File: src/sv/mp1d_pkg.sv
// ----------------------------------------------------------------------------
// mp1d_pkg: shared types and constants of the streaming 1-D max pool
// Field widths, config register codes, the window geometry bundle, the
// per-window slot record and the control bundle broadcast to the cell ring.
// ----------------------------------------------------------------------------
package mp1d_pkg;

  localparam int SAMPLE_BITS  = 16;
  localparam int MAX_CHANNELS = 4;
  localparam int MAX_ROW      = 4096;

  localparam int COL_W = 12;  // column counter
  localparam int WIN_W = 13;  // window index, row length, window count
  localparam int CH_W  = 2;   // channel index
  localparam int WS_W  = 7;   // clamped window size (up to MAX_WINDOW)
  localparam int POS_W = 19;  // window start/end positions (plus padding)

  // config register numbers (byte address = 4 * number)
  typedef enum logic [2:0] {
    REG_IN_LEN      = 3'd0,
    REG_WINDOW_SIZE = 3'd1,
    REG_STRIDE      = 3'd2,
    REG_PAD_HEAD    = 3'd3,
    REG_OUT_LEN     = 3'd4,
    REG_CHANNELS    = 3'd5
  } mp_reg_t;

  // clamped geometry, ready for use
  typedef struct packed {
    logic [4:0]       st;
    logic [3:0]       pad;
    logic [WS_W-1:0]  ws;
    logic [WIN_W-1:0] nout;
    logic [WIN_W-1:0] len_m1;
    logic [CH_W-1:0]  chn_m1;
  } mp_geom_t;

  // running maxima of one open window, all channels
  typedef struct packed {
    logic [MAX_CHANNELS-1:0]                  seen;
    logic [MAX_CHANNELS-1:0][SAMPLE_BITS-1:0] maxv;
  } mp_slot_t;

  // control broadcast to every cell
  typedef struct packed {
    logic                   upd;
    logic [CH_W-1:0]        upd_ch;
    logic [SAMPLE_BITS-1:0] sample;
    logic                   drain;
    logic [CH_W-1:0]        drain_ch;
    logic                   rotate;
    logic                   clr_all;
  } mp_cell_ctl_t;

endpackage

File: src/sv/mp1d_cell.sv
// ----------------------------------------------------------------------------
// mp1d_cell: one open-window cell of the ring
// Holds the running maxima of one window for every channel, decides from its
// window index whether the current column falls inside the window or closes
// it, and passes its contents to the previous cell when the ring rotates.
// ----------------------------------------------------------------------------
module mp1d_cell import mp1d_pkg::*; (
  input  logic               clk,
  input  logic               rst_n,
  input  mp_geom_t           geom,
  input  logic [COL_W-1:0]   col,
  input  logic               last_col,
  input  logic [WIN_W-1:0]   idx,
  input  logic               head,
  input  mp_cell_ctl_t       ctl,
  input  mp_slot_t           nbr_in,
  output mp_slot_t           slot_q,
  output mp_slot_t           slot_fwd,
  output logic               closes
);

  logic [MAX_CHANNELS-1:0]                  seen_r, seen_nxt;
  logic [MAX_CHANNELS-1:0][SAMPLE_BITS-1:0] maxv_r, maxv_nxt;
  mp_slot_t                                 cur;
  logic [POS_W-1:0]                         start, stop, colpad;
  logic                                     live, hit;

  // positions shifted by pad so everything stays unsigned
  assign start  = POS_W'(idx) * POS_W'(geom.st);
  assign stop   = start + POS_W'(geom.ws);
  assign colpad = POS_W'(col) + POS_W'(geom.pad);
  assign live   = idx < geom.nout;
  assign hit    = live && (start <= colpad) && (stop > colpad);
  assign closes = live && ((stop <= colpad + POS_W'(1)) || last_col);

  assign slot_q.seen = seen_r;
  assign slot_q.maxv = maxv_r;

  // head cell drops the channel being emitted
  always_comb begin
    cur = slot_q;
    if (head && ctl.drain)
      cur.seen[ctl.drain_ch] = 1'b0;
  end

  assign slot_fwd = cur;

  always_comb begin
    seen_nxt = cur.seen;
    maxv_nxt = cur.maxv;
    if (ctl.rotate) begin
      seen_nxt = nbr_in.seen;
      maxv_nxt = nbr_in.maxv;
    end else if (ctl.upd && hit) begin
      if (!cur.seen[ctl.upd_ch] ||
          ($signed(ctl.sample) > $signed(cur.maxv[ctl.upd_ch]))) begin
        maxv_nxt[ctl.upd_ch] = ctl.sample;
        seen_nxt[ctl.upd_ch] = 1'b1;
      end
    end
    if (ctl.clr_all)
      seen_nxt = '0;
  end

  always_ff @(posedge clk) begin
    if (!rst_n) begin
      seen_r <= '0;
    end else begin
      seen_r <= seen_nxt;
    end
  end

  always_ff @(posedge clk) begin
    maxv_r <= maxv_nxt;
  end

endmodule

File: config.mk
export PLATFORM = sky130hd
export DESIGN_NAME = mp1d_cell
export DESIGN_NICKNAME = d
export VERILOG_FILES = /design/src/sv/mp1d_pkg.sv /design/src/sv/mp1d_cell.sv
export SDC_FILE = /design/constraint.sdc
export NUM_CORES = 1
export LEC_CHECK = 0
export BUFFER_PORTS_ARGS = -buffer_cell sky130_fd_sc_hd__buf_2
export CAP_MARGIN = 0
export CORE_ASPECT_RATIO = 0.9
export CORE_MARGIN = 5
export CORE_UTILIZATION = 47
export DETAILED_ROUTE_END_ITERATION = 6
export GPL_ROUTABILITY_DRIVEN = 0
export PLACE_DENSITY = 0.77
export SETUP_SLACK_MARGIN = 0.4
export SLEW_MARGIN = 20
export SYNTH_ARGS = -nofsm -noshare
export SYNTH_HDL_FRONTEND = slang
export SYNTH_SLANG_ARGS = --single-unit
File: constraint.sdc
create_clock -name clk -period 7.58 [get_ports clk]
set_input_delay 0.758 -clock clk [delete_from_list [all_inputs] [get_ports clk]]
set_output_delay 0.758 -clock clk [all_outputs]
set_load 0.1 [all_outputs]
==> reports/qor.csv <==
stage,metric,value,unit
routing,antenna violation net count after detailed routing,0,
clocking,CTS tree,built,
logic_synthesis,Gate Count Post-Synth,945,
critical_path,"Req. time, crit path",6.82,ns
floorplan,die area,21000,sq um
global_route,gr ovfl total,0,
routing,routed vias,7708,
placement,Cells after DPL,1391,
logic_synthesis,post-synthesis net count,1251,
floorplan,Starting Density,48.2,%
floorplan,row count,46,
finish,storage element area,2000,sq um
routing,vias per inst,5.46,
routing,routed wire length,26100,um
routing,initial DRC count,520,
clocking,clock root buffer,clkbuf_16,
global_route,largest net degree at the start of global routing,94,
power_and_ir_drop,peak supply drop,0.178,mV
finish,Non-Filler Instances,1411,
timing,clk_skew,0.0101,ns
global_route,vias in the first global route,7809,
status,status,"finished, final reports clean",
floorplan,die height,138,um
placement,half-perimeter wire length after detailed placement,21100,um
clocking,number of CTS-inserted buffers,9,
power_and_ir_drop,static leakage,4.98,nW
logic_synthesis,Async SR Flop Fraction,0,%
routing,detail-routed net length per standard cell,18.5,um
critical_path,Critical Setup Path Class,input pin to primary output,
timing,Highest Clock Rate,0.142,GHz
placement,dpl cell area,9840,sq um
critical_path,Crit path arrival time,6.29,ns
placement,port buffer count,286,
logic_synthesis,synthesis warning total,0,
clocking,Clock H-tree levels,3,
logic_synthesis,"EDFF count, synth",64,
critical_path,CP startpoint kind,input pin,
finish,final core occ,57.8,%
timing,worst-margin pin slew,0.944,ns
finish,footprint of the multi-input gates,5760,sq um
finish,fin area,10300,sq um
logic_synthesis,sequential element share of the synthesized area,23.4,%
hold_path,Hold Crit Class,input pin to register,
finish,Syn-to-layout area delta,19.9,%
critical_path,largest fanout on the critical path,10,
critical_path,crit end category,primary output,
logic_synthesis,Post-Syn Area,8570,sq um
clocking,largest buffer count on any clock path,2,
timing,min cycle time layout,7.05,ns
power_and_ir_drop,pwr/cell area,293,nW/um^2
global_route,first-pass GRT wire length,41000,um
logic_synthesis,"Avg Cell Area, Syn",9.07,sq um
floorplan,area of the core,17800,sq um
floorplan,Die Span X,152,um
global_route,initial antenna violation count,2,
finish,fillcell total,1615,
timing,Relative slew margins,37.1,%
floorplan,IO Count,302,
global_route,Tot GR Track Use,23.8,%
timing,final hold viol count,0,
timing,Final period util,93.0,%
finish,diodes inserted,0,
power_and_ir_drop,power consumption,3.01,mW
logic_synthesis,synthesized flop and latch total,68,
routing,DRC,0,
logic_synthesis,synth unique cells,75,
timing,unrepaired setup endpoints after global routing,no,
timing,max-slew violation count,0,
routing,DR pass1 iterations,5,
finish,Final nets,1472,
logic_synthesis,Synth Flop Type,edfxtp_1,
finish,layout cells sized above 1,32.5,%
job,MaxCap Viol Count,0,
clocking,Clock transition at path regs,0.06,ns
clocking,CTS sink cnt,68,
clocking,clock latency on the worst-skew pair,0.34,ns
timing,final setup vio count,0,
cells by family after synthesis:
family | Yosys count | share of synthesized area, %
AO/OA/AOI/OAI | 199 | 15.1
XOR/XNOR | 39 | 4.16
adder cells (fa/ha/maj) | 141 | 23.7
buffers and inverters | 184 | 10.9
flip-flops | 68 | 23.4
multiplexers | 20 | 4.91
other | 1 | 0.0438
AND/OR/NAND/NOR | 293 | 17.9
cell type report:
type	instances	share of cell area, %
well taps	240	2.92
clock buffers	10	2.23
flip-flops and latches	68	19.5
repair buffers	302	15.3
multi-input cells	693	56.1
inverters	92	3.36
clock inverters	6	0.621
routing by layer:
metal	part of all wire [%]	GRT usage, %
met2	51	42.8
met5	0.13	0
met4	1.4	4.68
met1	41	30.1
met3	6.8	4.49
critical path, cell delays in order:
cell	delay, ns
buf_2	0.14
buf_4	0.17
and2_1	0.17
fa_1	0.51
fa_1	0.53
fa_1	0.49
ha_1	0.46
a21oi_2	0.28
mux2_2	0.39
nor3b_4	0.26
nor4b_4	0.34
buf_4	0.19
xor2_2	0.07
ha_1	0.32
nand4b_1	0.19
nor4_4	0.38
a21oi_2	0.11
o31ai_4	0.32
buf_12	0.22
repair_timing:
action,in CTS,in global routing
hold buffers,0,0
pin swaps,1,11
setup buffers,0,4
gates cloned,0,0
resized for setup,4,18
setup endpoints to repair,17,46
endpoints found under the hold margin,0,0
synth_stat cells (3+ instances only):
| cell | count | area, sq um |
|---|---|---|
| o21a_1 | 11 | 82.6 |
| a21oi_2 | 3 | 26.3 |
| nand2b_1 | 24 | 150 |
| or4_1 | 4 | 30.0 |
| nor4_1 | 5 | 31.3 |
| and3_1 | 5 | 31.3 |
| nand3_1 | 17 | 85.1 |
| a21o_1 | 12 | 90.1 |
| o2111ai_1 | 4 | 35.0 |
| ha_1 | 106 | 1330 |
| edfxtp_1 | 64 | 1920 |
| a31oi_1 | 7 | 43.8 |
| xnor2_1 | 21 | 184 |
| o21ai_0 | 84 | 420 |
| nor2_1 | 27 | 101 |
| o31ai_1 | 4 | 30.0 |
| xor2_1 | 16 | 140 |
| clkbuf_1 | 24 | 90.1 |
| a21oi_1 | 33 | 165 |
| a21boi_0 | 3 | 22.5 |
| and2_1 | 49 | 307 |
| mux4_2 | 17 | 383 |
| nor2b_1 | 7 | 43.8 |
| inv_1 | 92 | 345 |
| nand2_1 | 114 | 428 |
| nor3_1 | 11 | 55.1 |
| a211oi_1 | 5 | 37.5 |
| dfxtp_1 | 4 | 80.1 |
| fa_1 | 35 | 701 |
| buf_4 | 65 | 488 |
| o21bai_1 | 6 | 45.0 |
| nand4_1 | 14 | 87.6 |
sequential cells by signal, summed over array words and instances, names as in the netlist:
register / count
seen_r: 4
slot_fwd: 64
layout by cell type (no fill, tap or decap), drive strengths merged, types with 7 or more instances in the layout:
cell type,netlist,routed
buf,68,302
nand2,114,114
ha,106,106
inv,92,93
o21ai,85,85
edfxtp,64,64
and2,50,50
a21oi,36,36
fa,35,35
nor2,27,27
nand2b,24,24
xnor2,23,23
mux4,17,17
nand3,17,17
xor2,16,16
nand4,15,15
a21o,12,12
o21a,11,11
nor3,11,11
clkbuf,24,10
a31oi,8,8
nor2b,7,7
a211oi,7,7
through the flow:
stage / TNS [ns] / hold WS (ns) / setup WS, ns
3_3_place_gp: 0 / 0.784 / 0.158
5_1_grt: 0 / 0.660 / 0.310
4_1_cts: 0 / 0.641 / 0.435
2_1_floorplan: 0 / 0.896 / 0.418
6_report: 0 / 0.646 / 0.532
3_5_place_dp: -0.334 / 0.778 / -0.0221
path summary, 6_finish.rpt:
check | start | end | slack [ns] | cells past startpoint
setup / recovery | geom[43] | closes | 0.53 | 19
hold / removal | nbr_in[67] | seen_r[3] | 0.65 | 3
setup reg to reg | slot_fwd[15] | slot_fwd[63] | 3.66 | 11
hold reg to reg | seen_r[0] | seen_r[0] | 0.81 | 4
power breakdown:
part	internal [mW]	switching [mW]
sequential	0.453	0.0311
clock	0.255	0.169
combinational	0.706	1.40
total	1.41	1.60
No activity file was read; power rests on OpenSTA's default activity.
