[config.mk]
export PLATFORM = sky130hd
export DESIGN_NAME = mp1d_cfg
export DESIGN_NICKNAME = d
export VERILOG_FILES = /design/src/sv/mp1d_pkg.sv /design/src/sv/mp1d_cfg.sv
export SDC_FILE = /design/constraint.sdc
export NUM_CORES = 1
export LEC_CHECK = 0
export ABC_AREA = 1
export BUFFER_PORTS_ARGS = -buffer_cell sky130_fd_sc_hd__buf_2
export CAP_MARGIN = 20
export CELL_PAD_IN_SITES_DETAIL_PLACEMENT = 0
export CELL_PAD_IN_SITES_GLOBAL_PLACEMENT = 1
export CORE_MARGIN = 2
export CORE_UTILIZATION = 25
export DETAILED_ROUTE_END_ITERATION = 7
export GPL_TIMING_DRIVEN = 0
export PLACE_DENSITY = 0.77
export SLEW_MARGIN = 20
export SYNTH_ARGS = -nofsm -noshare
export SYNTH_HDL_FRONTEND = slang
export SYNTH_SLANG_ARGS = --single-unit
[constraint.sdc]
create_clock -name clk -period 2.1 [get_ports clk]
set_clock_uncertainty 0.15 [all_clocks]
set_input_delay 0.105 -clock clk [delete_from_list [all_inputs] [get_ports clk]]
set_output_delay 0.105 -clock clk [all_outputs]
set_load 0.01 [all_outputs]
[src/sv/mp1d_pkg.sv]
// ----------------------------------------------------------------------------
// mp1d_pkg: shared types and constants of the streaming 1-D max pool
// Field widths, config register codes, the window geometry bundle, the
// per-window slot record and the control bundle broadcast to the cell ring.
// ----------------------------------------------------------------------------
package mp1d_pkg;

  localparam int SAMPLE_BITS  = 16;
  localparam int MAX_CHANNELS = 4;
  localparam int MAX_ROW      = 4096;

  localparam int COL_W = 12;  // column counter
  localparam int WIN_W = 13;  // window index, row length, window count
  localparam int CH_W  = 2;   // channel index
  localparam int WS_W  = 7;   // clamped window size (up to MAX_WINDOW)
  localparam int POS_W = 19;  // window start/end positions (plus padding)

  // config register numbers (byte address = 4 * number)
  typedef enum logic [2:0] {
    REG_IN_LEN      = 3'd0,
    REG_WINDOW_SIZE = 3'd1,
    REG_STRIDE      = 3'd2,
    REG_PAD_HEAD    = 3'd3,
    REG_OUT_LEN     = 3'd4,
    REG_CHANNELS    = 3'd5
  } mp_reg_t;

  // clamped geometry, ready for use
  typedef struct packed {
    logic [4:0]       st;
    logic [3:0]       pad;
    logic [WS_W-1:0]  ws;
    logic [WIN_W-1:0] nout;
    logic [WIN_W-1:0] len_m1;
    logic [CH_W-1:0]  chn_m1;
  } mp_geom_t;

  // running maxima of one open window, all channels
  typedef struct packed {
    logic [MAX_CHANNELS-1:0]                  seen;
    logic [MAX_CHANNELS-1:0][SAMPLE_BITS-1:0] maxv;
  } mp_slot_t;

  // control broadcast to every cell
  typedef struct packed {
    logic                   upd;
    logic [CH_W-1:0]        upd_ch;
    logic [SAMPLE_BITS-1:0] sample;
    logic                   drain;
    logic [CH_W-1:0]        drain_ch;
    logic                   rotate;
    logic                   clr_all;
  } mp_cell_ctl_t;

endpackage

[src/sv/mp1d_cfg.sv]
// ----------------------------------------------------------------------------
// mp1d_cfg: configuration registers
// APB-style register file for the pooling geometry, with the clamping of
// out-of-range values applied before the geometry reaches the datapath.
// ----------------------------------------------------------------------------
module mp1d_cfg import mp1d_pkg::*; #(
  parameter int MAX_WINDOW = 16
) (
  input  logic        clk,
  input  logic        rst_n,
  input  logic        psel,
  input  logic        penable,
  input  logic        pwrite,
  input  logic [4:0]  paddr,
  input  logic [31:0] pwdata,
  output logic [31:0] prdata,
  output mp_geom_t    geom
);

  logic [12:0] in_len_r, in_len_nxt;
  logic [4:0]  window_size_r, window_size_nxt;
  logic [4:0]  stride_r, stride_nxt;
  logic [3:0]  pad_head_r, pad_head_nxt;
  logic [12:0] out_len_r, out_len_nxt;
  logic [2:0]  channels_r, channels_nxt;
  logic        wr;

  assign wr = psel && penable && pwrite;

  always_comb begin
    in_len_nxt      = in_len_r;
    window_size_nxt = window_size_r;
    stride_nxt      = stride_r;
    pad_head_nxt    = pad_head_r;
    out_len_nxt     = out_len_r;
    channels_nxt    = channels_r;
    if (wr) begin
      unique case (paddr[4:2])
        REG_IN_LEN:      in_len_nxt      = pwdata[12:0];
        REG_WINDOW_SIZE: window_size_nxt = pwdata[4:0];
        REG_STRIDE:      stride_nxt      = pwdata[4:0];
        REG_PAD_HEAD:    pad_head_nxt    = pwdata[3:0];
        REG_OUT_LEN:     out_len_nxt     = pwdata[12:0];
        REG_CHANNELS:    channels_nxt    = pwdata[2:0];
        default: ;
      endcase
    end
  end

  always_ff @(posedge clk) begin
    if (!rst_n) begin
      in_len_r      <= 13'd1;
      window_size_r <= 5'd2;
      stride_r      <= 5'd2;
      pad_head_r    <= 4'd0;
      out_len_r     <= 13'd1;
      channels_r    <= 3'd1;
    end else begin
      in_len_r      <= in_len_nxt;
      window_size_r <= window_size_nxt;
      stride_r      <= stride_nxt;
      pad_head_r    <= pad_head_nxt;
      out_len_r     <= out_len_nxt;
      channels_r    <= channels_nxt;
    end
  end

  always_comb begin
    unique case (paddr[4:2])
      REG_IN_LEN:      prdata = 32'(in_len_r);
      REG_WINDOW_SIZE: prdata = 32'(window_size_r);
      REG_STRIDE:      prdata = 32'(stride_r);
      REG_PAD_HEAD:    prdata = 32'(pad_head_r);
      REG_OUT_LEN:     prdata = 32'(out_len_r);
      REG_CHANNELS:    prdata = 32'(channels_r);
      default:         prdata = '0;
    endcase
  end

  // zero length, window size, stride or channel count reads as one; oversize saturates
  always_comb begin
    if (in_len_r == '0)
      geom.len_m1 = '0;
    else if (in_len_r > WIN_W'(MAX_ROW))
      geom.len_m1 = WIN_W'(MAX_ROW - 1);
    else
      geom.len_m1 = in_len_r - 13'd1;

    if (window_size_r == '0)
      geom.ws = WS_W'(1);
    else if (WS_W'(window_size_r) > WS_W'(MAX_WINDOW))
      geom.ws = WS_W'(MAX_WINDOW);
    else
      geom.ws = WS_W'(window_size_r);

    geom.st  = (stride_r == '0) ? 5'd1 : stride_r;
    geom.pad = pad_head_r;
    geom.nout = (out_len_r > WIN_W'(MAX_ROW)) ? WIN_W'(MAX_ROW) : out_len_r;

    if (channels_r == '0)
      geom.chn_m1 = '0;
    else if (channels_r >= 3'(MAX_CHANNELS))
      geom.chn_m1 = CH_W'(MAX_CHANNELS - 1);
    else
      geom.chn_m1 = CH_W'(channels_r - 3'd1);
  end

endmodule

==> reports/qor.txt, run 1 <==
Layout cells sized above 1 = 27.83%
Worst-path maximum fanout = 6
Worst path top cell family by delay = simple AND/OR/NAND/NOR gates
Worst hold path type = in -> reg
Global-route wire length before repair = 12750 microns
# setup viols final = 0
Slowest stage cell, crit path = dfxtp_1
Die W = 105.0 microns
Pwr dens = 502.3 nW/um^2
DP HPWL = 6381 microns
F_max = 0.5038 GHz
Setup TNS = 0 ns
CP bufs+invs = 3
Clock Latency Late Sink = 0.29 ns
DP Worst Slack = 0.1888 ns
Initial DRC count = 168
Routability Congestion = 0.8974
Critical path's largest stage delay = 0.34 ns
Cell variety after synth = 30
Largest net degree at the start of global routing = 15
GRT Overall Usage = 14.51%
H-tree depth reported by CTS = 2
Area growth, synth to finish = 35.98%
Vias in the first global route = 2573
Leakage = 1.725 nW
Die height = 105.0 microns
Setup WS post-layout = 0.1152 ns
CP arrival = 1.73 ns
Max_cap viols = 0
Gr ovfl total = 0
Core area = 9864 sq um
Startpoint Class = flop
Largest area contributor in the netlist = dfxtp_1
Cells taking the most area after synthesis = dfxtp_1 34%, a21oi_1 9.4%, o21ai_0 7.6%
RSZ-0062 raised after global routing = false
Root Driver = clkbuf_8
Yosys reg bits = 43
Cells along the critical path = inv_2 > ha_4 > nand2_2 > nor2_4 > nand2_2 > nor2_4 > buf_4 > a21oi_1 > buf_2
Synthesized area = 2552 sq um
Via density = 4.388
CTS Sinks = 43
Instance count of the mapped netlist = 384
# DRC = 0
Wirelength per Cell = 12.85 microns
CTS tree = built
Syn_area_per_cell = 6.647 sq um
Seq/Total Area, Yosys = 33.73%
Peak VDD IR = 238.1 uV
CTS Buf Count = 5
WHS = -0.0005859 ns
Router iterations before antenna repair = 4
Antenna diodes = 0
Max clock buf depth = 2
Crit end category = primary output
Outcome = complete, but fails checks
IO buf count = 74
Initial core utilization = 25.88%
Post-synth top area share = 33.73%
Slew Viols, Final = 0
DR vias = 2791
Crit path time final = 1.985 ns
Rows = 36
Drt total wl = 8175 microns
Yosys warnings = 0
Reg clk slew, reported paths = 0.08 ns
Initial antenna violation count = 0
Fin. Hold Viols = 1
Worst EP required = 1.85 ns
Die ar. = 11030 sq um
Crit Path Class = reg -> out
IO Pins = 118
Final period utilization = 94.51%
Antenna-violating nets left = 0
Failing checks = negative hold slack
Layout Nets = 546
[power breakdown]
part           leakage [nW]  internal, mW  total (mW)  switching (mW)
clock network        0.0581         0.354       0.649           0.295
logic                  1.32         0.109       0.261           0.152
registers             0.348         0.825       0.833         0.00763
total                  1.73          1.29        1.74           0.455
[cell usage after synthesis, drive strengths merged]
cell type	instances
conb	1
dfxtp	43
xor2	3
ha	2
o41ai	1
nor3	2
nor4	1
nand3	11
nor2	55
xnor2	1
buf	28
o211ai	1
a21oi	48
o21ai	52
clkbuf	12
inv	57
clkinv	1
o2111ai	1
a22oi	2
o22ai	10
nand2	46
nand4	6
[kinds of logic after synthesis]
kind of cell,after synthesis,synth area share (%)
compound gates,115,23.63
simple gates,121,21.47
other cells,1,0.1469
fa+ha+maj,2,0.9802
buf+inv,98,18.68
flops,43,33.73
xor+xnor,4,1.373
[worst reg2reg max path, cell delays in order, from the launching register on]
cell,delay (ns)
dfxtp_1,0.39
inv_2,0.08
buf_4,0.13
o21ai_0,0.14
[registers in the layout (all words and copies together), names as in the netlist]
signal         flops
channels_r         3
in_len_r          13
out_len_r         13
pad_head_r         4
stride_r           5
window_size_r      5
[what timing repair did]
action | in CTS | in global routing
resized for setup | 4 | 8
setup buffers | 0 | 4
gates cloned | 0 | 0
pin swaps | 0 | 1
hold buffers | 12 | 0
endpoints found under the setup margin | 12 | 13
hold endpoints to repair | 23 | 0
[per-layer routing]
layer	up-vias	part of all wire (%)	global-route usage, %
met4	0	2.2	5.714
met5	-	0	0
li1	1440	-	-
met1	1252	43	17.66
met3	16	5.6	2.870
met2	83	49	25.00
[area by class of cell]
class,instances,area [sq um]
fillers,1087,6394
inverters,58,217.7
plain buffers,40,260.3
flip-flops and latches,43,862.1
well taps,133,166.4
repair buffers,90,533.0
clock inverters,3,43.79
clock buffers,5,68.82
multi-input cells,264,1319
[metrics by stage]
stage / power [mW] / cells / util, % / cell area, sq um
finish: 1.743 / 636 / 35.19 / 3471
global route: 1.828 / 636 / 35.19 / 3471
CTS: 1.750 / 632 / 34.53 / 3406
detailed placement: 1.089 / 612 / 32.12 / 3168
global placement: 1.088 / 612 / 32.12 / 3168
floorplan: 1.002 / 405 / - / 2631
[cell usage in the layout (no fill, tap or decap), drive strengths merged, types with 2 or more instances in the layout]
master | netlist | routed
inv | 57 | 57
nand2 | 46 | 46
nand4 | 6 | 6
o21ai | 52 | 52
xor2 | 3 | 3
clkbuf | 12 | 17
clkinv | 1 | 3
dfxtp | 43 | 43
nor3 | 2 | 2
buf | 28 | 106
a22oi | 2 | 2
conb | 1 | 22
nor2 | 55 | 55
a21oi | 48 | 48
dlygate4sd3 | 0 | 12
nand3 | 11 | 11
o22ai | 10 | 10
ha | 2 | 2
[final timing paths]
check	startpoint	depth (start not counted)	slack, ns	endpoint
worst max-delay path	in_len_r[0]$_SDFFE_PN1P_	9	0.12	geom[6]
worst min-delay path	pwdata[1]	3	-0.0006	stride_r[1]$_SDFFE_PN1P_
worst max register to register	in_len_r[0]$_SDFFE_PN1P_	3	1.15	in_len_r[0]$_SDFFE_PN1P_
worst min register to register	pad_head_r[2]$_SDFFE_PN0P_	2	0.33	pad_head_r[2]$_SDFFE_PN0P_
Power figures use the tool's default switching activity.
==> run 2, diff against run 1 <==
Clock period 2.1 ns to 2.2 ns, I/O delays scaled along.
==> reports/qor.txt, run 2 (synthesis gave the netlist of run 1 again) <==
Most frequent cells in the layout = 77 x buf_2, 51 x inv_1, 50 x nor2_1 (was 77 x buf_2, 49 x inv_1, 49 x nor2_1)
Die height = 105.0 microns (unchanged)
Crit path time final = 2.046 ns
Layout fillers = 1084 (was 1087)
Gr ovfl total = 0 (unchanged)
Worst-path maximum fanout = 6 (unchanged)
Setup TNS = 0 ns (unchanged)
IO Pins = 118 (unchanged)
Initial antenna violation count = 0 (unchanged)
Multi-input logic area = 1311 sq um (was 1319 sq um)
Commonest non-fill, non-tap cell in the layout = buf_2 (unchanged)
Leakage = 1.716 nW (was 1.725 nW)
Largest net degree at the start of global routing = 15 (unchanged)
Global-route wire length before repair = 12700 microns (was 12750 microns)
Initial DRC count = 161 (was 168)
CTS tree = built (unchanged)
DP HPWL = 6381 microns (unchanged)
GRT Overall Usage = 14.45% (was 14.51%)
Worst EP required = 1.94 ns (was 1.85 ns)
CTS Buf Count = 5 (unchanged)
CTS Sinks = 43 (unchanged)
Vias in the first global route = 2564 (was 2573)
Antenna-violating nets left = 0 (unchanged)
F_max = 0.4887 GHz
Fin. Hold Viols = 0 (was 1)
Root Driver = clkbuf_8 (unchanged)
Drt total wl = 8125 microns (was 8175 microns)
Wirelength per Cell = 12.82 microns (was 12.85 microns)
Die ar. = 11030 sq um (unchanged)
Pwr dens = 484.7 nW/um^2 (was 502.3 nW/um^2)
Die W = 105.0 microns (unchanged)
# setup viols final = 0 (unchanged)
H-tree depth reported by CTS = 2 (unchanged)
Crit end category = primary output (unchanged)
Max_cap viols = 0 (unchanged)
Peak VDD IR = 224.8 uV (was 238.1 uV)
IO buf count = 74 (unchanged)
DR vias = 2779 (was 2791)
FF+latch area = 862.1 sq um (unchanged)
Router iterations before antenna repair = 4 (unchanged)
Worst hold path type = in -> reg (unchanged)
Initial core utilization = 25.88% (unchanged)
Via density = 4.383 (was 4.388)
Reg clk slew, reported paths = 0.09 ns (was 0.08 ns)
Startpoint Class = flop (unchanged)
Crit Path Class = reg -> out (unchanged)
Routability Congestion = 0.8974 (unchanged)
Outcome = finished clean (was complete, but fails checks)
Regs by FF count = in_len_r: 13 flops, out_len_r: 13 flops (unchanged)
CP arrival = 1.79 ns (was 1.73 ns)
Slew Viols, Final = 0 (unchanged)
Max clock buf depth = 2 (unchanged)
Layout Nets = 544 (was 546)
WHS = 0.0006686 ns (was -0.0005859 ns)
Area growth, synth to finish = 34.85% (was 35.98%)
Clock Latency Late Sink = 0.29 ns (about the same)
Layout cells sized above 1 = 27.15% (was 27.83%)
Antenna diodes = 0 (unchanged)
# DRC = 0 (unchanged)
RSZ-0062 raised after global routing = false (unchanged)
Core area = 9864 sq um (unchanged)
Final period utilization = 93.01%
Rows = 36 (unchanged)
==> run 2: cell types whose count changed in the layout (fill, tap and decap cells not counted), sizes merged <==
cell	delta
dlygate4sd3	-2
==> run 2: path summary, 6_finish.rpt <==
check	cells past startpoint	endpoint	start	slack (ns)
max	9	geom[6]	in_len_r[1]$_SDFFE_PN0P_	0.15
min	3	in_len_r[2]$_SDFFE_PN0P_	pwdata[2]	0.0007
max reg2reg	3	in_len_r[0]$_SDFFE_PN1P_	in_len_r[0]$_SDFFE_PN1P_	1.26
min reg2reg	2	pad_head_r[2]$_SDFFE_PN0P_	pad_head_r[2]$_SDFFE_PN0P_	0.33
==> run 2: timing repair <==
item	4_1_cts	5_1_grt
setup endpoints to repair	9	10
hold endpoints to repair	20	0
setup buffers	0	4
hold buffers	10	0
pin swaps	0	1
resized for setup	2	5
==> run 2: through the flow <==
stage	instances	setup WS (ns)	util, %	power, mW	cell area [sq um]
6_report	634	0.1538	34.89	1.668	3442
5_1_grt	634	0.01596	34.89	1.741	3442
4_1_cts	630	0.02719	34.30	1.668	3383
3_5_place_dp	612	0.2838	32.12	1.040	3168
3_3_place_gp	612	0.3129	32.12	1.038	3168
2_1_floorplan	405	0.6045	-	0.9561	2631
==> run 2: cell type report <==
| class | instances | share of cell area, % |
|---|---|---|
| Inverter | 58 | 6.325 |
| Tap cell | 133 | 4.835 |
| Timing Repair Buffer | 88 | 14.90 |
| Sequential cell | 43 | 25.05 |
| Clock inverter | 3 | 1.272 |
| Multi-Input combinational cell | 264 | 38.10 |
| Clock buffer | 5 | 1.999 |
| Buffer | 40 | 7.525 |
==> run 2: routing by layer <==
layer,share of wire [%],track usage [%],up-vias
met5,0,0,-
met4,2.4,5.714,0
met3,5.3,2.870,16
met2,48,24.81,81
met1,44,17.62,1244
li1,-,-,1438
==> run 2: report_power, final <==
group	switching, mW	total, mW	internal, mW
clock network	0.289	0.627	0.338
registers	0.00729	0.795	0.788
logic	0.145	0.246	0.102
==> run 2: critical path, stage by stage, from the launching register on <==
cell and delay (ns):
dfxtp_2 0.34, inv_1 0.08, ha_2 0.19, nand2_2 0.11, nor2_4 0.13, nand2_2 0.10, nor2_4 0.22, buf_4 0.14
a21oi_1 0.03, buf_2 0.14
==> run 3, diff against run 2 <==
Settings changed: PLACE_DENSITY 0.77 to default, PLACE_DENSITY_LB_ADDON from default to 0.3.
==> reports/qor.txt, run 3 (synthesis gave the netlist of run 1 again) <==
Min-delay src = pwdata[1] (was pwdata[2])
Initial core utilization = 25.88% (unchanged)
CTS tree = built (unchanged)
Initial DRC count = 107 (was 161)
Antenna diodes = 0 (unchanged)
IO buf count = 74 (unchanged)
Global-route wire length before repair = 13350 microns (was 12700 microns)
Core area = 9864 sq um (unchanged)
Worst path top cell family by delay = simple AND/OR/NAND/NOR gates (unchanged)
H-tree depth reported by CTS = 2 (unchanged)
Slowest stage cell, crit path = dfxtp_2 (unchanged)
P_int = 1.226 mW (was 1.228 mW)
CP arrival = 1.75 ns (was 1.79 ns)
DP HPWL = 6531 microns (was 6381 microns)
RSZ-0062 raised after global routing = false (unchanged)
RR Endpoint = in_len_r[12]$_SDFFE_PN0P_ (was in_len_r[0]$_SDFFE_PN1P_)
Flop2flop setup slack = 1.30 ns (was 1.26 ns)
Part of the power in the clock network = 37.6% (about the same)
F_max = 0.4975 GHz (was 0.4887 GHz)
# setup viols final = 0 (unchanged)
Share of power burned in combinational logic = 14.7% (was 14.8%)
IO Pins = 118 (unchanged)
Worst EP required = 1.94 ns (about the same)
GRT Overall Usage = 15.03% (was 14.45%)
Flop pwr share = 47.7% (about the same)
# DRC = 0 (unchanged)
Largest net degree at the start of global routing = 15 (unchanged)
Initial antenna violation count = 0 (unchanged)
Drt total wl = 8328 microns (was 8125 microns)
Router iterations before antenna repair = 4 (unchanged)
Psw = 0.4400 mW (was 0.4406 mW)
Crit end category = primary output (unchanged)
Max_cap viols = 0 (unchanged)
Rows = 36 (unchanged)
Routability Congestion = 0.8655 (was 0.8974)
Final period utilization = 91.37% (was 93.01%)
Layout cells sized above 1 = 27.05% (was 27.15%)
Fin. Hold Viols = 1 (was 0)
Setup WS post-layout = 0.1899 ns (was 0.1538 ns)
Total power = 1.666 mW (was 1.668 mW)
Failing checks = negative hold slack
Worst hold path type = in -> reg (unchanged)
RR Startpoint = in_len_r[12]$_SDFFE_PN0P_ (was in_len_r[0]$_SDFFE_PN1P_)
Setup TNS = 0 ns (unchanged)
Die W = 105.0 microns (unchanged)
Cells along the critical path = inv_2 > ha_2 > nand2_2 > nor2_2 > nand2_2 > nor2_4 > buf_4 > nor2_1 > buf_2 (was inv_1 > ha_2 > nand2_2 > nor2_4 > nand2_2 > nor2_4 > buf_4 > a21oi_1 > buf_2)
Commonest non-fill, non-tap cell in the layout = buf_2 (unchanged)
Wirelength per Cell = 13.18 microns (was 12.82 microns)
Root Driver = clkbuf_8 (unchanged)
Via density = 4.340 (was 4.383)
CP bufs+invs = 3 (unchanged)
Cell mode on critical path = nand2_2
Hold Path Stages = 3 (unchanged)
Reg clk slew, reported paths = 0.09 ns (about the same)
Startpoint Class = flop (unchanged)
Peak VDD IR = 228.1 uV (was 224.8 uV)
Leakage = 1.698 nW (was 1.716 nW)
DR vias = 2743 (was 2779)
Cell Count, Final, Fillers Out = 632 (was 634)
Critical path's largest stage delay = 0.35 ns (was 0.34 ns)
Die height = 105.0 microns (unchanged)
Final Cell Area = 3408 sq um (was 3442 sq um)
DP Worst Slack = 0.2807 ns (was 0.2838 ns)
Clock Latency Late Sink = 0.29 ns (about the same)
Net Sw Frac = 26.40% (was 26.41%)
Antenna-violating nets left = 0 (unchanged)
Outcome = complete, but fails checks (was finished clean)
Area growth, synth to finish = 33.53% (was 34.85%)
Gr ovfl total = 0 (unchanged)
Crit path time final = 2.010 ns (was 2.046 ns)
WHS = -0.0008949 ns (was 0.0006686 ns)
Pwr dens = 488.9 nW/um^2 (was 484.7 nW/um^2)
R2R depth = 2 (was 3)
Worst-path maximum fanout = 5 (was 6)
Placed inst area = 3168 sq um (unchanged)
Worst Hold Endpoint = stride_r[1]$_SDFFE_PN1P_ (was in_len_r[2]$_SDFFE_PN0P_)
Most frequent cells in the layout = 77 x buf_2, 50 x inv_1, 50 x nor2_1 (was 77 x buf_2, 51 x inv_1, 50 x nor2_1)
Die ar. = 11030 sq um (unchanged)
Slew Viols, Final = 0 (unchanged)
CTS Buf Count = 5 (unchanged)
Crit Path Class = reg -> out (unchanged)
Vias in the first global route = 2675 (was 2564)
Post-Place Cells = 612 (unchanged)
Max clock buf depth = 2 (unchanged)
Regs by FF count = in_len_r: 13 flops, out_len_r: 13 flops (unchanged)
Layout Nets = 542 (was 544)
CTS Sinks = 43 (unchanged)
[run 3: cell types whose count changed in the layout (fill, tap and decap cells not counted), sizes merged]
| cell | previous run | this run |
|---|---|---|
| buf | 106 | 103 |
| nor2 | 55 | 56 |
[run 3: worst max-delay path by stage]
stage / slack (ns) / depth (start not counted) / end / startpoint
after floorplan: 0.60 / 9 / geom[5] / in_len_r[0]$_SDFFE_PN1P_
after global placement: 0.30 / 10 / geom[5] / in_len_r[0]$_SDFFE_PN1P_
after detailed placement: 0.28 / 10 / geom[10] / in_len_r[0]$_SDFFE_PN1P_
after CTS: 0.03 / 10 / geom[10] / in_len_r[0]$_SDFFE_PN1P_
after global routing: 0.002 / 10 / geom[10] / in_len_r[0]$_SDFFE_PN1P_
final: 0.19 / 9 / geom[5] / in_len_r[0]$_SDFFE_PN1P_
[run 3: repair_timing]
action                                 in CTS  in global routing
gates cloned                                0                  1
endpoints found under the hold margin      18                  0
setup endpoints to repair                   8                 12
gates resized for setup                     2                  5
hold buffers                               10                  0
pin swaps                                   0                  0
buffers inserted                            0                  1
[run 3: layout make-up]
cell class              count  area [sq um]
clock buffers               5         68.82
fillers                  1096          6456
well taps                 133         166.4
multi-input cells         265          1313
plain buffers              40         259.0
repair buffers             85         478.0
flip-flops and latches     43         862.1
inverters                  58         217.7
clock inverters             3         43.79
[run 3: power groups by stage]
stage          combinational (mW)  clock (mW)  sequential [mW]
3_3_place_gp                0.227           0            0.813
6_report                    0.245       0.626            0.795
3_5_place_dp                0.228           0            0.814
2_1_floorplan               0.144           0            0.812
4_1_cts                     0.242       0.644            0.795
5_1_grt                     0.273       0.673            0.797
[run 3: through the flow]
stage          utilization, %  hold WS (ns)
2_1_floorplan               -       0.07322
3_3_place_gp            32.12        0.2384
3_5_place_dp            32.12        0.2392
4_1_cts                 34.30      0.007049
5_1_grt                 34.55      0.009058
6_report                34.55    -0.0008949
[run 3: worst min-delay path: cells and delay by family]
kind / cells / cell delay [ns]
simple gates: 2 / 0.13
buf+inv: 1 / 0.18
[run 3: routing by layer]
metal | global-route usage (%) | vias to the layer above | wire length, microns
li1 | - | 1434 | -
met2 | 25.97 | 74 | 4035
met4 | 4.000 | 0 | 136
met5 | 0 | - | 0
met3 | 2.558 | 14 | 348
met1 | 19.26 | 1221 | 3807
